File: config.mk
export PLATFORM = sky130hd
export DESIGN_NAME = json_string_unescape_utf8
export DESIGN_NICKNAME = d
export VERILOG_FILES = /design/src/hw/rtl/jsu_pkg.sv /design/src/hw/rtl/jsu_front.sv /design/src/hw/rtl/jsu_queue.sv /design/src/hw/rtl/jsu_back.sv /design/src/hw/rtl/json_string_unescape_utf8.sv
export SDC_FILE = /design/constraint.sdc
export NUM_CORES = 1
export LEC_CHECK = 0
export BUFFER_PORTS_ARGS = -buffer_cell sky130_fd_sc_hd__buf_2
export CORE_MARGIN = 2
export CORE_UTILIZATION = 45
export CTS_CLUSTER_SIZE = 12
export DETAILED_ROUTE_END_ITERATION = 16
export PLACE_DENSITY = 0.61
export SYNTH_ARGS = -nofsm -noshare
export SYNTH_HDL_FRONTEND = slang
export SYNTH_SLANG_ARGS = --single-unit
File: constraint.sdc
create_clock -name clk -period 8 [get_ports clk]
set_input_delay 0.8 -clock clk [delete_from_list [all_inputs] [get_ports clk]]
set_output_delay 0.8 -clock clk [all_outputs]
set_load 0.01 [all_outputs]
File: src/hw/rtl/jsu_pkg.sv
`default_nettype none

package jsu_pkg;

    localparam int QueueDepthDefault = 4;

    // What follows the code points of one command.
    localparam logic [1:0] TAIL_NONE = 2'd0;
    localparam logic [1:0] TAIL_DATA = 2'd1;
    localparam logic [1:0] TAIL_DONE = 2'd2;
    localparam logic [1:0] TAIL_ERR  = 2'd3;

    localparam logic [1:0] KIND_DATA = 2'd0;
    localparam logic [1:0] KIND_DONE = 2'd1;
    localparam logic [1:0] KIND_ERR  = 2'd2;

    localparam logic [2:0] ERR_NO_QUOTE     = 3'd0;
    localparam logic [2:0] ERR_TRUNC_ESC    = 3'd1;
    localparam logic [2:0] ERR_BAD_HEX      = 3'd2;
    localparam logic [2:0] ERR_UNKNOWN_ESC  = 3'd3;
    localparam logic [2:0] ERR_UNTERMINATED = 3'd4;

    // One command holds every result of one input item: up to two code
    // points sent as UTF-8, then an optional raw byte, finish or error.
    typedef struct packed {
        logic        a_valid;
        logic [20:0] a_cp;
        logic        b_valid;
        logic [15:0] b_cp;
        logic [1:0]  tail;
        logic [7:0]  tail_byte;
        logic [2:0]  tail_code;
    } cmd_t;

    typedef struct packed {
        logic [7:0] data;
        logic [1:0] kind;
        logic [2:0] code;
    } result_t;

endpackage

`default_nettype wire

File: src/hw/rtl/jsu_front.sv
`default_nettype none

module jsu_front (
    input  wire logic         clk,
    input  wire logic         rst_n,
    input  wire logic [7:0]   in_byte,
    input  wire logic         end_of_text,
    input  wire logic         accept,
    output jsu_pkg::cmd_t     cmd,
    output logic              push
);
    import jsu_pkg::*;

    localparam logic [2:0] PH_WAIT     = 3'd0;
    localparam logic [2:0] PH_STR      = 3'd1;
    localparam logic [2:0] PH_ESC      = 3'd2;
    localparam logic [2:0] PH_HEX      = 3'd3;
    localparam logic [2:0] PH_HIGH     = 3'd4;
    localparam logic [2:0] PH_HIGH_BSL = 3'd5;
    localparam logic [2:0] PH_LOW_HEX  = 3'd6;
    localparam logic [2:0] PH_DONE     = 3'd7;

    localparam logic [7:0] CH_QUOTE = 8'h22;
    localparam logic [7:0] CH_BSL   = 8'h5C;
    localparam logic [7:0] CH_SLASH = 8'h2F;
    localparam logic [7:0] CH_B     = 8'h62;
    localparam logic [7:0] CH_F     = 8'h66;
    localparam logic [7:0] CH_N     = 8'h6E;
    localparam logic [7:0] CH_R     = 8'h72;
    localparam logic [7:0] CH_T     = 8'h74;
    localparam logic [7:0] CH_U     = 8'h75;

    logic [2:0]  phase_reg;
    logic [2:0]  phase_next;
    logic [15:0] hex_accum_reg;
    logic [15:0] hex_accum_next;
    logic [1:0]  hex_seen_reg;
    logic [1:0]  hex_seen_next;
    logic [15:0] pending_reg;
    logic [15:0] pending_next;

    logic        hex_ok;
    logic [3:0]  hex_d;
    logic [15:0] unit;
    logic        fourth;
    logic        unit_high;
    logic        unit_low;

    logic [1:0]  str_tail;
    logic [2:0]  str_phase;
    logic [1:0]  esc_tail;
    logic [7:0]  esc_byte;
    logic [2:0]  esc_phase;

    always_comb
    begin
        hex_ok = 1'b1;
        hex_d  = 4'd0;
        if (in_byte >= 8'h30 && in_byte <= 8'h39)
        begin
            hex_d = in_byte[3:0];
        end
        else if ((in_byte >= 8'h61 && in_byte <= 8'h66) || (in_byte >= 8'h41 && in_byte <= 8'h46))
        begin
            hex_d = in_byte[3:0] + 4'd9;
        end
        else
        begin
            hex_ok = 1'b0;
        end
    end

    assign unit      = {hex_accum_reg[11:0], hex_d};
    assign fourth    = (hex_seen_reg == 2'd3);
    assign unit_high = (unit[15:10] == 6'b110110);
    assign unit_low  = (unit[15:10] == 6'b110111);

    always_comb
    begin
        if (in_byte == CH_QUOTE)
        begin
            str_tail  = TAIL_DONE;
            str_phase = PH_DONE;
        end
        else if (in_byte == CH_BSL)
        begin
            str_tail  = TAIL_NONE;
            str_phase = PH_ESC;
        end
        else
        begin
            str_tail  = TAIL_DATA;
            str_phase = PH_STR;
        end
    end

    always_comb
    begin
        esc_tail  = TAIL_DATA;
        esc_phase = PH_STR;
        esc_byte  = in_byte;
        case (in_byte)
            CH_QUOTE: esc_byte = CH_QUOTE;
            CH_BSL:   esc_byte = CH_BSL;
            CH_SLASH: esc_byte = CH_SLASH;
            CH_B:     esc_byte = 8'h08;
            CH_F:     esc_byte = 8'h0C;
            CH_N:     esc_byte = 8'h0A;
            CH_R:     esc_byte = 8'h0D;
            CH_T:     esc_byte = 8'h09;
            CH_U:
            begin
                esc_tail  = TAIL_NONE;
                esc_phase = PH_HEX;
            end
            default:
            begin
                esc_tail  = TAIL_ERR;
                esc_phase = PH_DONE;
            end
        endcase
    end

    always_comb
    begin
        phase_next     = phase_reg;
        hex_accum_next = hex_accum_reg;
        hex_seen_next  = hex_seen_reg;
        pending_next   = pending_reg;
        cmd            = '0;

        if (accept && end_of_text)
        begin
            cmd.tail       = TAIL_ERR;
            phase_next     = PH_WAIT;
            hex_accum_next = '0;
            hex_seen_next  = '0;
            cmd.a_cp       = {5'd0, pending_reg};
            case (phase_reg)
                PH_WAIT:     cmd.tail_code = ERR_NO_QUOTE;
                PH_STR:      cmd.tail_code = ERR_UNTERMINATED;
                PH_ESC:      cmd.tail_code = ERR_TRUNC_ESC;
                PH_HEX:      cmd.tail_code = ERR_BAD_HEX;
                PH_HIGH:
                begin
                    cmd.a_valid   = 1'b1;
                    cmd.tail_code = ERR_UNTERMINATED;
                end
                PH_HIGH_BSL:
                begin
                    cmd.a_valid   = 1'b1;
                    cmd.tail_code = ERR_TRUNC_ESC;
                end
                PH_LOW_HEX:
                begin
                    cmd.a_valid   = 1'b1;
                    cmd.tail_code = ERR_BAD_HEX;
                end
                default:     cmd.tail = TAIL_NONE;
            endcase
        end
        else if (accept)
        begin
            case (phase_reg)
                PH_WAIT:
                begin
                    if (in_byte == CH_QUOTE)
                    begin
                        phase_next = PH_STR;
                    end
                    else
                    begin
                        cmd.tail      = TAIL_ERR;
                        cmd.tail_code = ERR_NO_QUOTE;
                        phase_next    = PH_DONE;
                    end
                end
                PH_STR:
                begin
                    cmd.tail      = str_tail;
                    cmd.tail_byte = (str_tail == TAIL_DATA) ? in_byte : 8'd0;
                    phase_next    = str_phase;
                end
                PH_ESC:
                begin
                    cmd.tail      = esc_tail;
                    cmd.tail_byte = (esc_tail == TAIL_DATA) ? esc_byte : 8'd0;
                    cmd.tail_code = (esc_tail == TAIL_ERR) ? ERR_UNKNOWN_ESC : ERR_NO_QUOTE;
                    phase_next    = esc_phase;
                    if (esc_phase == PH_HEX)
                    begin
                        hex_accum_next = '0;
                        hex_seen_next  = '0;
                    end
                end
                PH_HEX:
                begin
                    if (!hex_ok)
                    begin
                        cmd.tail      = TAIL_ERR;
                        cmd.tail_code = ERR_BAD_HEX;
                        phase_next    = PH_DONE;
                    end
                    else
                    begin
                        hex_accum_next = unit;
                        hex_seen_next  = hex_seen_reg + 2'd1;
                        if (fourth)
                        begin
                            if (unit_high)
                            begin
                                pending_next = unit;
                                phase_next   = PH_HIGH;
                            end
                            else
                            begin
                                cmd.a_valid = 1'b1;
                                cmd.a_cp    = {5'd0, unit};
                                phase_next  = PH_STR;
                            end
                        end
                    end
                end
                PH_HIGH:
                begin
                    if (in_byte == CH_BSL)
                    begin
                        phase_next = PH_HIGH_BSL;
                    end
                    else
                    begin
                        cmd.a_valid   = 1'b1;
                        cmd.a_cp      = {5'd0, pending_reg};
                        cmd.tail      = str_tail;
                        cmd.tail_byte = (str_tail == TAIL_DATA) ? in_byte : 8'd0;
                        phase_next    = str_phase;
                    end
                end
                PH_HIGH_BSL:
                begin
                    if (in_byte == CH_U)
                    begin
                        hex_accum_next = '0;
                        hex_seen_next  = '0;
                        phase_next     = PH_LOW_HEX;
                    end
                    else
                    begin
                        cmd.a_valid   = 1'b1;
                        cmd.a_cp      = {5'd0, pending_reg};
                        cmd.tail      = esc_tail;
                        cmd.tail_byte = (esc_tail == TAIL_DATA) ? esc_byte : 8'd0;
                        cmd.tail_code = (esc_tail == TAIL_ERR) ? ERR_UNKNOWN_ESC : ERR_NO_QUOTE;
                        phase_next    = esc_phase;
                    end
                end
                PH_LOW_HEX:
                begin
                    if (!hex_ok)
                    begin
                        cmd.a_valid   = 1'b1;
                        cmd.a_cp      = {5'd0, pending_reg};
                        cmd.tail      = TAIL_ERR;
                        cmd.tail_code = ERR_BAD_HEX;
                        phase_next    = PH_DONE;
                    end
                    else
                    begin
                        hex_accum_next = unit;
                        hex_seen_next  = hex_seen_reg + 2'd1;
                        if (fourth)
                        begin
                            cmd.a_valid = 1'b1;
                            if (unit_low)
                            begin
                                cmd.a_cp   = 21'h10000 + {1'b0, pending_reg[9:0], unit[9:0]};
                                phase_next = PH_STR;
                            end
                            else
                            begin
                                cmd.a_cp = {5'd0, pending_reg};
                                if (unit_high)
                                begin
                                    pending_next = unit;
                                    phase_next   = PH_HIGH;
                                end
                                else
                                begin
                                    cmd.b_valid = 1'b1;
                                    cmd.b_cp    = unit;
                                    phase_next  = PH_STR;
                                end
                            end
                        end
                    end
                end
                default:
                begin
                    phase_next = PH_DONE;
                end
            endcase
        end
    end

    assign push = accept && (cmd.a_valid || cmd.b_valid || cmd.tail != TAIL_NONE);

    always_ff @(posedge clk or negedge rst_n)
    begin
        if (!rst_n)
        begin
            phase_reg     <= PH_WAIT;
            hex_accum_reg <= '0;
            hex_seen_reg  <= '0;
            pending_reg   <= '0;
        end
        else
        begin
            phase_reg     <= phase_next;
            hex_accum_reg <= hex_accum_next;
            hex_seen_reg  <= hex_seen_next;
            pending_reg   <= pending_next;
        end
    end

endmodule

`default_nettype wire

File: src/hw/rtl/jsu_queue.sv
`default_nettype none

module jsu_queue #(
    parameter int Depth = jsu_pkg::QueueDepthDefault
) (
    input  wire logic          clk,
    input  wire logic          rst_n,
    input  wire logic          push,
    input  wire jsu_pkg::cmd_t push_data,
    output logic               full,
    input  wire logic          pop,
    output jsu_pkg::cmd_t      head,
    output logic               empty
);
    import jsu_pkg::*;

    localparam int PtrW = (Depth > 1) ? $clog2(Depth) : 1;
    localparam int CntW = $clog2(Depth + 1);

    cmd_t            entries_reg [Depth];
    logic [PtrW-1:0] wr_ptr_reg;
    logic [PtrW-1:0] wr_ptr_next;
    logic [PtrW-1:0] rd_ptr_reg;
    logic [PtrW-1:0] rd_ptr_next;
    logic [CntW-1:0] count_reg;
    logic [CntW-1:0] count_next;

    assign full  = (count_reg == CntW'(Depth));
    assign empty = (count_reg == '0);
    assign head  = entries_reg[rd_ptr_reg];

    always_comb
    begin
        wr_ptr_next = wr_ptr_reg;
        rd_ptr_next = rd_ptr_reg;
        count_next  = count_reg;
        if (push)
        begin
            wr_ptr_next = (wr_ptr_reg == PtrW'(Depth - 1)) ? '0 : wr_ptr_reg + 1'b1;
        end
        if (pop)
        begin
            rd_ptr_next = (rd_ptr_reg == PtrW'(Depth - 1)) ? '0 : rd_ptr_reg + 1'b1;
        end
        if (push && !pop)
        begin
            count_next = count_reg + 1'b1;
        end
        else if (pop && !push)
        begin
            count_next = count_reg - 1'b1;
        end
    end

    always_ff @(posedge clk)
    begin
        if (push)
        begin
            entries_reg[wr_ptr_reg] <= push_data;
        end
    end

    always_ff @(posedge clk or negedge rst_n)
    begin
        if (!rst_n)
        begin
            wr_ptr_reg <= '0;
            rd_ptr_reg <= '0;
            count_reg  <= '0;
        end
        else
        begin
            wr_ptr_reg <= wr_ptr_next;
            rd_ptr_reg <= rd_ptr_next;
            count_reg  <= count_next;
        end
    end

endmodule

`default_nettype wire

File: src/hw/rtl/jsu_back.sv
`default_nettype none

module jsu_back (
    input  wire logic          clk,
    input  wire logic          rst_n,
    input  wire jsu_pkg::cmd_t head,
    input  wire logic          empty,
    output logic               pop,
    output logic               m_axis_tvalid,
    input  wire logic          m_axis_tready,
    output logic [15:0]        m_axis_tdata,
    output logic [1:0]         m_axis_tuser,
    output logic               m_axis_tlast
);
    import jsu_pkg::*;

    function automatic logic [2:0] utf8_len(input logic [20:0] cp);
        logic [2:0] len;
        if (cp < 21'h80)
        begin
            len = 3'd1;
        end
        else if (cp < 21'h800)
        begin
            len = 3'd2;
        end
        else if (cp < 21'h10000)
        begin
            len = 3'd3;
        end
        else
        begin
            len = 3'd4;
        end
        return len;
    endfunction

    function automatic logic [7:0] utf8_byte(input logic [20:0] cp, input logic [2:0] len,
                                             input logic [1:0] k);
        logic [7:0] b;
        b = 8'h80 | {2'b00, cp[5:0]};
        case (len)
            3'd1: b = cp[7:0];
            3'd2:
            begin
                if (k == 2'd0)
                begin
                    b = 8'hC0 | {3'b000, cp[10:6]};
                end
            end
            3'd3:
            begin
                if (k == 2'd0)
                begin
                    b = 8'hE0 | {4'b0000, cp[15:12]};
                end
                else if (k == 2'd1)
                begin
                    b = 8'h80 | {2'b00, cp[11:6]};
                end
            end
            default:
            begin
                if (k == 2'd0)
                begin
                    b = 8'hF0 | {5'b00000, cp[20:18]};
                end
                else if (k == 2'd1)
                begin
                    b = 8'h80 | {2'b00, cp[17:12]};
                end
                else if (k == 2'd2)
                begin
                    b = 8'h80 | {2'b00, cp[11:6]};
                end
            end
        endcase
        return b;
    endfunction

    logic [2:0]  idx_reg;
    logic [2:0]  idx_next;
    logic        valid_reg;
    logic        valid_next;
    result_t     res_reg;
    logic        last_reg;

    logic [2:0]  len_a;
    logic [2:0]  len_b;
    logic [3:0]  len_ab;
    logic [3:0]  total;
    logic [3:0]  idx_wide;
    logic [3:0]  idx_b;
    logic        is_last;
    logic        out_free;
    logic        emit;
    result_t     entry;

    assign len_a    = head.a_valid ? utf8_len(head.a_cp) : 3'd0;
    assign len_b    = head.b_valid ? utf8_len({5'd0, head.b_cp}) : 3'd0;
    assign len_ab   = {1'b0, len_a} + {1'b0, len_b};
    assign total    = len_ab + {3'd0, head.tail != TAIL_NONE};
    assign idx_wide = {1'b0, idx_reg};
    assign idx_b    = idx_wide - {1'b0, len_a};
    assign is_last  = (idx_wide + 4'd1 == total);

    always_comb
    begin
        entry = '0;
        if (idx_wide < {1'b0, len_a})
        begin
            entry.data = utf8_byte(head.a_cp, len_a, idx_reg[1:0]);
            entry.kind = KIND_DATA;
        end
        else if (idx_wide < len_ab)
        begin
            entry.data = utf8_byte({5'd0, head.b_cp}, len_b, idx_b[1:0]);
            entry.kind = KIND_DATA;
        end
        else
        begin
            case (head.tail)
                TAIL_DATA:
                begin
                    entry.data = head.tail_byte;
                    entry.kind = KIND_DATA;
                end
                TAIL_DONE:
                begin
                    entry.kind = KIND_DONE;
                end
                TAIL_ERR:
                begin
                    entry.kind = KIND_ERR;
                    entry.code = head.tail_code;
                end
                default:
                begin
                    entry.kind = KIND_DATA;
                end
            endcase
        end
    end

    assign out_free = !valid_reg || m_axis_tready;
    assign emit     = out_free && !empty;
    assign pop      = emit && is_last;

    always_comb
    begin
        idx_next   = idx_reg;
        valid_next = valid_reg;
        if (emit)
        begin
            valid_next = 1'b1;
            idx_next   = is_last ? 3'd0 : idx_reg + 3'd1;
        end
        else if (m_axis_tready)
        begin
            valid_next = 1'b0;
        end
    end

    always_ff @(posedge clk or negedge rst_n)
    begin
        if (!rst_n)
        begin
            idx_reg   <= '0;
            valid_reg <= 1'b0;
        end
        else
        begin
            idx_reg   <= idx_next;
            valid_reg <= valid_next;
        end
    end

    always_ff @(posedge clk)
    begin
        if (emit)
        begin
            res_reg  <= entry;
            last_reg <= is_last;
        end
    end

    assign m_axis_tvalid = valid_reg;
    assign m_axis_tdata  = {5'd0, res_reg.code, res_reg.data};
    assign m_axis_tuser  = res_reg.kind;
    assign m_axis_tlast  = last_reg;

endmodule

`default_nettype wire

File: src/hw/rtl/json_string_unescape_utf8.sv
// Channel   Direction  Fields (tdata / tuser / tlast)
// s_axis    in         tdata[7:0] in_byte; tuser end_of_text
// m_axis    out        tdata[7:0] out_byte, tdata[10:8] error_code;
//                      tuser[1:0] out_kind; tlast last
//
// Items with at most one result flow at one item per cycle while m_axis is ready.
// An item with several results stays at the queue head, sending one result at a time.
// The command queue of QueueDepth entries lets input keep flowing meanwhile.
// Reset clears the decoder state, the queue and the output valid flag.
// A stall on m_axis holds the output register; s_axis stalls only when the queue is full.
`default_nettype none

module json_string_unescape_utf8 #(
    parameter int QueueDepth = jsu_pkg::QueueDepthDefault
) (
    input  wire logic        clk,
    input  wire logic        rst_n,
    input  wire logic        s_axis_tvalid,
    output logic             s_axis_tready,
    input  wire logic [7:0]  s_axis_tdata,   // [7:0] in_byte
    input  wire logic        s_axis_tuser,   // [0] end_of_text
    output logic             m_axis_tvalid,
    input  wire logic        m_axis_tready,
    output logic [15:0]      m_axis_tdata,   // [7:0] out_byte, [10:8] error_code
    output logic [1:0]       m_axis_tuser,   // [1:0] out_kind
    output logic             m_axis_tlast
);
    import jsu_pkg::*;

    logic accept;
    logic push;
    logic full;
    logic pop;
    logic empty;
    cmd_t push_cmd;
    cmd_t head_cmd;

    assign s_axis_tready = !full;
    assign accept        = s_axis_tvalid && s_axis_tready;

    jsu_front u_front (
        .clk         (clk),
        .rst_n       (rst_n),
        .in_byte     (s_axis_tdata),
        .end_of_text (s_axis_tuser),
        .accept      (accept),
        .cmd         (push_cmd),
        .push        (push)
    );

    jsu_queue #(
        .Depth (QueueDepth)
    ) u_queue (
        .clk       (clk),
        .rst_n     (rst_n),
        .push      (push),
        .push_data (push_cmd),
        .full      (full),
        .pop       (pop),
        .head      (head_cmd),
        .empty     (empty)
    );

    jsu_back u_back (
        .clk           (clk),
        .rst_n         (rst_n),
        .head          (head_cmd),
        .empty         (empty),
        .pop           (pop),
        .m_axis_tvalid (m_axis_tvalid),
        .m_axis_tready (m_axis_tready),
        .m_axis_tdata  (m_axis_tdata),
        .m_axis_tuser  (m_axis_tuser),
        .m_axis_tlast  (m_axis_tlast)
    );

    // A finish or an error is always the final result of its item.
    assert property (@(posedge clk) disable iff (!rst_n)
        m_axis_tvalid && (m_axis_tuser == KIND_DONE || m_axis_tuser == KIND_ERR)
        |-> m_axis_tlast)
        else $error("finish or error result not marked last");

    assert property (@(posedge clk) disable iff (!rst_n)
        m_axis_tvalid && m_axis_tuser != KIND_DATA |-> m_axis_tdata[7:0] == 8'd0)
        else $error("nonzero byte on a non-data result");

    assert property (@(posedge clk) disable iff (!rst_n)
        m_axis_tvalid && m_axis_tuser != KIND_ERR |-> m_axis_tdata[10:8] == ERR_NO_QUOTE)
        else $error("error code set on a non-error result");

    // A command is popped only while the queue holds one.
    assert property (@(posedge clk) disable iff (!rst_n)
        pop |-> !empty)
        else $error("command popped from an empty queue");

endmodule

`default_nettype wire

* After elaboration in Yosys (flattened, before gate mapping)
Memory sizes are Yosys's and may differ from the RTL's.
Index checks and enable logic that the tools add are counted.
** Storage, ports and cells
- Memories kept :: 1
- Register bits after elaboration :: 58
- RAM bits :: 208
- Bits of input ports :: 13
** Cells by class
- Reduce and logical (&&, ||, !) cells :: 41
- Add/subtract/negate cells :: 12
- Bitwise logic cells :: 2
- Magnitude comparators :: 13
- Mux-type cells :: 109
- Equality and inequality tests :: 49
** Memory list
- u_queue.entries_reg :: words 4, bits a word 52, rd ports 1, clocked after memory_dff 0, wr ports 1, RTL line jsu_queue.sv:20 : cmd_t entries_reg [Depth];
** Operators with widths (number)
- $mux W22 :: 7
- $mux W16 :: 6
- $pmux W22 S4 :: 1
- $mux W17 :: 5
- $mux W8 :: 10
- $pmux W8 S8 :: 1
- $mux W12 :: 5
- $mux W3 :: 20
- $eq A8 B7 Y1 const B :: 7
- $mux W52 :: 1
- $pmux W8 S3 :: 2
- $mux W39 :: 1
- $pmux W12 S3 :: 1
- $mux W2 :: 17
- $pmux W16 S2 :: 1
- $pmux W8 S4 :: 1
- $mux W10 :: 3
- $mux W6 :: 4
- $add A17 B20 Y21 const A :: 1
- $eq A3 B2 Y1 const B :: 7
- $lt A21 B12 Y1 const B :: 1
- $lt A21 B17 Y1 const B :: 1
- $lt A21 B8 Y1 const B :: 1
- $mux W21 :: 1
- 52 further kinds :: 121

* Logic depth before layout (Yosys ltp)
- Depth in word-level cells :: 19
- Mapped depth :: 24

* Modules after synthesis
Synthesis repeated with hierarchy kept, for this count alone.
** Unflattened totals
- Cells, all modules :: 981
- Area, all modules :: 13307.8 sq um
** By module, submodules not included
- jsu_queue :: area each 7985.2 sq um, instances 1, sequential area each 6421.2 sq um, cells each 309
- jsu_front :: area each 2692.6 sq um, instances 1, sequential area each 825.8 sq um, cells each 336
- jsu_back :: area each 2620.0 sq um, instances 1, sequential area each 520.5 sq um, cells each 334
- json_string_unescape_utf8 :: area each 10.0 sq um, instances 1, sequential area each 0.0 sq um, cells each 2

* Least setup slack after synthesis
Ideal clock, no wire load.
- Path kind :: flip-flop to flip-flop
- Start :: register u_queue.rd_ptr_reg[0]
- End :: register u_queue.count_reg[1]
- Setup time :: 125 ps
- Slack :: 2401 ps
- Period minus slack after synthesis :: 5599 ps
- Cell stages (with the launch flop) :: 22
- Data required time :: 7875 ps
- Path buffers :: 4
- Arrival :: 5474 ps
- Cells stage by stage :: dfrtp_1 buf_6 buf_12 mux4_2 or3_4 or4b_1 buf_2 clkbuf_1 a21oi_1 ha_1 inv_1 fa_1 and2b_1 and4_1 a21oi_1 o311ai_1 or3_4 a211o_4 ha_1 inv_1 fa_1 mux2_2
** Between the ends
- Cells in the longest elaborated chain, start to end :: 13
** Ends and longest elaborated chain
- start, declared :: RTL line jsu_queue.sv:23 : logic [PtrW-1:0] rd_ptr_reg;
- start signal, assigned :: RTL line jsu_queue.sv:74 : rd_ptr_reg <= rd_ptr_next;
- $mem_v2 Z4 W52 (*)
- $lt A21 B17 Y1 :: RTL line jsu_back.sv:27 : else if (cp < 21'h10000)
- $mux W3 :: RTL line jsu_back.sv:27
- $mux W3 :: RTL line jsu_back.sv:23 : else if (cp < 21'h800)
- $mux W3 :: RTL line jsu_back.sv:19 : if (cp < 21'h80)
- $mux W3 :: RTL line jsu_back.sv:99 : assign len_a = head.a_valid ? utf8_len(head.a_cp) : 3'd0;
- $add A3 B2 Y4 :: RTL line jsu_back.sv:101 : assign len_ab = {1'b0, len_a} + {1'b0, len_b};
- $add A4 B1 Y4 (*) :: RTL line jsu_back.sv:102 : assign total = len_ab + {3'd0, head.tail != TAIL_NONE};
- $eq A4 B4 Y1 (*) :: RTL line jsu_back.sv:105 : assign is_last = (idx_wide + 4'd1 == total);
- $logic_and A1 B1 Y1 (*) :: RTL line jsu_back.sv:147 : assign pop = emit && is_last;
- $logic_not A1 Y1 (*) :: RTL line jsu_queue.sv:45 : if (push && !pop)
- $logic_and A1 B1 Y1 (*) :: RTL line jsu_queue.sv:45
- $mux W3 (*) :: RTL line jsu_queue.sv:45
- named net u_queue.count_next[1] :: RTL line jsu_queue.sv:26 : logic [CntW-1:0] count_next;
- end signal, assigned :: RTL line jsu_queue.sv:75 : count_reg <= count_next;
- end, declared :: RTL line jsu_queue.sv:25 : logic [CntW-1:0] count_reg;
The timed path passes the listed nets; every way through them passes the cells marked *.
A chain may end at the register's enable or synchronous reset.

* Final worst setup path
Same ends and word-level chain as after synthesis.

==> flow_metrics.tcl <==
set metrics [dict create \
    cp-start-kind "register" \
    initial_core_util 0.455 \
    syn_area_per_cell_sq_um 14.1 \
    holdBufCountCts 0 \
    synth_edf_count 222 \
    cp_max_fo 23 \
    grt_use_total 0.195 \
    largest_reg_flops 208 \
    setup_violations 0 \
    drtAntennaViolNets 0 \
    hold_path.class "in -> async" \
    cts-buffers-inserted 29 \
    grt_pass1_wl_um 45800 \
    p_leak_uw 0.00521 \
    synthTopCellsByCount "edfxtp_1, nand2_1, nor2_1" \
    syn-cell-area_sq_um 13000 \
    ys_seq_area_frac 0.598 \
    reg2reg_depth 16 \
    setup_tns_ns 0 \
    placementRows 62 \
    gp_congestion 0.868 \
    final_cells 1356 \
    dr.first_iter.drc_count 700 \
    synth_top_area_share 0.513 \
    clkLatencyLatePin_ns 0.55 \
    port_buffers 28 \
    p_per_area_nw_per_um2 400 \
    die_area_sq_um 30200 \
    ios 34 \
    drcViolationCount 0 \
    synth_cells 922 \
    yosys.area.top_type "edfxtp_1" \
    wl_per_cell_um 21.7 \
    cts_resized 0 \
    critPathRequiredTime_ns 8.42 \
    synthArstFlopShare 0.165 \
    post-route-period-util 0.768 \
    post_cts_buffers 0 \
    path_clk_slew_ns 0.06 \
    yosys_warnings 0 \
    viasPerCell 5.90 \
    endpoint_kind "register" \
    core-area_sq_um 28500 \
    placed_cells 1303 \
    synth_area_leaders "edfxtp_1, dfrtp_1, mux4_2, mux4_1, ha_1" \
    num_antenna_cells 0 \
    h-tree-depth 1 \
    grt_pass1_vias 7693 \
    cts_root_buf "clkbuf_16" \
    ys.flop_type "edfxtp_1" \
    drive_gt1_frac 0.176 \
    slew_headroom 0.318 \
    cts_sinks 266 \
    status "complete, no violations" \
    timing.rr.end "u_queue.count_reg[1]" \
    wl_um 29400 \
    arrival_ns 6.57 \
    hold_viol 0 \
    synth_cell_type_count 88 \
    synthMostInstantiatedCell "edfxtp_1" \
    vias 7998 \
    die_h_um 174 \
    cts_tree "built" \
    area_delta_synth_final_pct 10.4 \
    worst-slew-pin-transition_ns 1.02 \
    dr.pass1.iters 5 \
    ir_drop_uv 179 \
    grt_overflow_total 0 \
    rsz0062_at_grt "no" \
    worst-setup-path-type "reg -> reg" \
    die_x_um 174 \
    slew_violations 0 \
    nets 990 \
    cts_buffer_depth 3 \
    rrSetupSlack_ns 1.86 \
    fmax_mhz 163 \
    ys_ff_latch 266 \
    cap_violations 0 \
    grt_antenna_before_repair 1 \
    finClkSkew_ns 0.0280 \
    grt_max_degree 45 \
    dp_hpwl_um 20400 \
    reg2reg_from "u_queue.rd_ptr_reg[0]" \
    layout_min_cycle_time_ns 6.14 \
]
-- critical path, stage by stage, from the launching register on --
cell and delay, ns:
dfrtp_4 0.64, buf_4 0.47, mux4_1 0.65, or4_1 0.46, nor2_1 0.48, a21oi_1 0.19
ha_1 0.23, inv_1 0.07, fa_1 0.45, or3b_2 0.50, o311ai_1 0.32, o21ai_0 0.20
a211o_4 0.38, ha_1 0.21, inv_1 0.07, fa_1 0.40, mux2_2 0.27
-- worst max-delay path by stage --
| stage | endpoint | from | slack (ns) |
|---|---|---|---|
| 6_report | u_queue.count_reg[1] | u_queue.rd_ptr_reg[0] | 1.86 |
| 5_1_grt | u_queue.count_reg[1] | u_queue.rd_ptr_reg[0] | 1.36 |
| 4_1_cts | u_queue.count_reg[1] | u_queue.rd_ptr_reg[0] | 1.83 |
| 3_5_place_dp | u_queue.count_reg[1] | u_queue.rd_ptr_reg[0] | 1.84 |
| 3_3_place_gp | u_queue.count_reg[1] | u_queue.rd_ptr_reg[0] | 1.93 |
| 2_1_floorplan | u_queue.count_reg[1] | u_queue.rd_ptr_reg[0] | 2.40 |
-- stage by stage --
stage | setup WS, ns | instance area [sq um] | util | hold WS [ns] | total power, uW
6_report | 1.86 | 14300 | 0.502 | 0.356 | 5730
5_1_grt | 1.36 | 14300 | 0.502 | 0.396 | 6090
4_1_cts | 1.83 | 14300 | 0.502 | 0.358 | 5780
3_5_place_dp | 1.84 | 13500 | 0.472 | 0.453 | 4540
3_3_place_gp | 1.93 | 13500 | 0.472 | 0.454 | 4510
2_1_floorplan | 2.40 | 13000 | - | 0.439 | 3900
-- cell families after synthesis --
group,Yosys count,synth area share
compound gates,205,0.107
xor+xnor,17,0.0125
fa+ha+maj,29,0.0287
buf+inv,77,0.0300
flops,266,0.598
mux,89,0.125
other cells,1,0.000289
simple gates,238,0.0986
-- cell type report --
type / count / area [sq um]
clock buffer: 44 / 782
clock inverter: 9 / 82.6
fill: 2444 / 14200
inverter: 25 / 93.8
multi-input combinational: 583 / 4860
sequential: 266 / 7770
tap: 384 / 480
timing repair buffer: 45 / 268
-- routing by layer --
metal | routed length [um] | vias to the layer above | GRT usage | share of wire
met1 | 13600 | 3998 | 0.293 | 0.46
met5 | 0 | - | 0 | 0
met3 | 1680 | 51 | 0.0278 | 0.057
met4 | 744 | 0 | 0.0592 | 0.025
li1 | - | 3696 | - | -
met2 | 13400 | 253 | 0.298 | 0.46
-- layout by cell type, fill, tap and decap left out, types with 9 or more instances in the layout --
| cell type | count |
|---|---|
| a22o_1 | 21 |
| ha_1 | 25 |
| o21ai_0 | 44 |
| clkbuf_1 | 15 |
| mux2i_1 | 20 |
| mux2_2 | 15 |
| nor2b_1 | 9 |
| nand3_1 | 16 |
| mux4_2 | 39 |
| buf_2 | 28 |
| mux4_1 | 13 |
| a22oi_1 | 15 |
| edfxtp_1 | 222 |
| inv_1 | 24 |
| or2_2 | 10 |
| buf_4 | 17 |
| a21oi_1 | 44 |
| a31oi_1 | 11 |
| xnor2_1 | 10 |
| nand2_1 | 62 |
| nor3_1 | 19 |
| clkbuf_16 | 29 |
| dfrtp_1 | 42 |
| and3_1 | 16 |
| nor2_1 | 51 |
-- power by group --
part	total (uW)	switching, uW	internal [uW]
clock	1220	517	707
sequential	2130	166	1960
combinational	2380	1400	973
total	5730	2090	3640
Note: power is estimated with default switching activity, not from simulation.
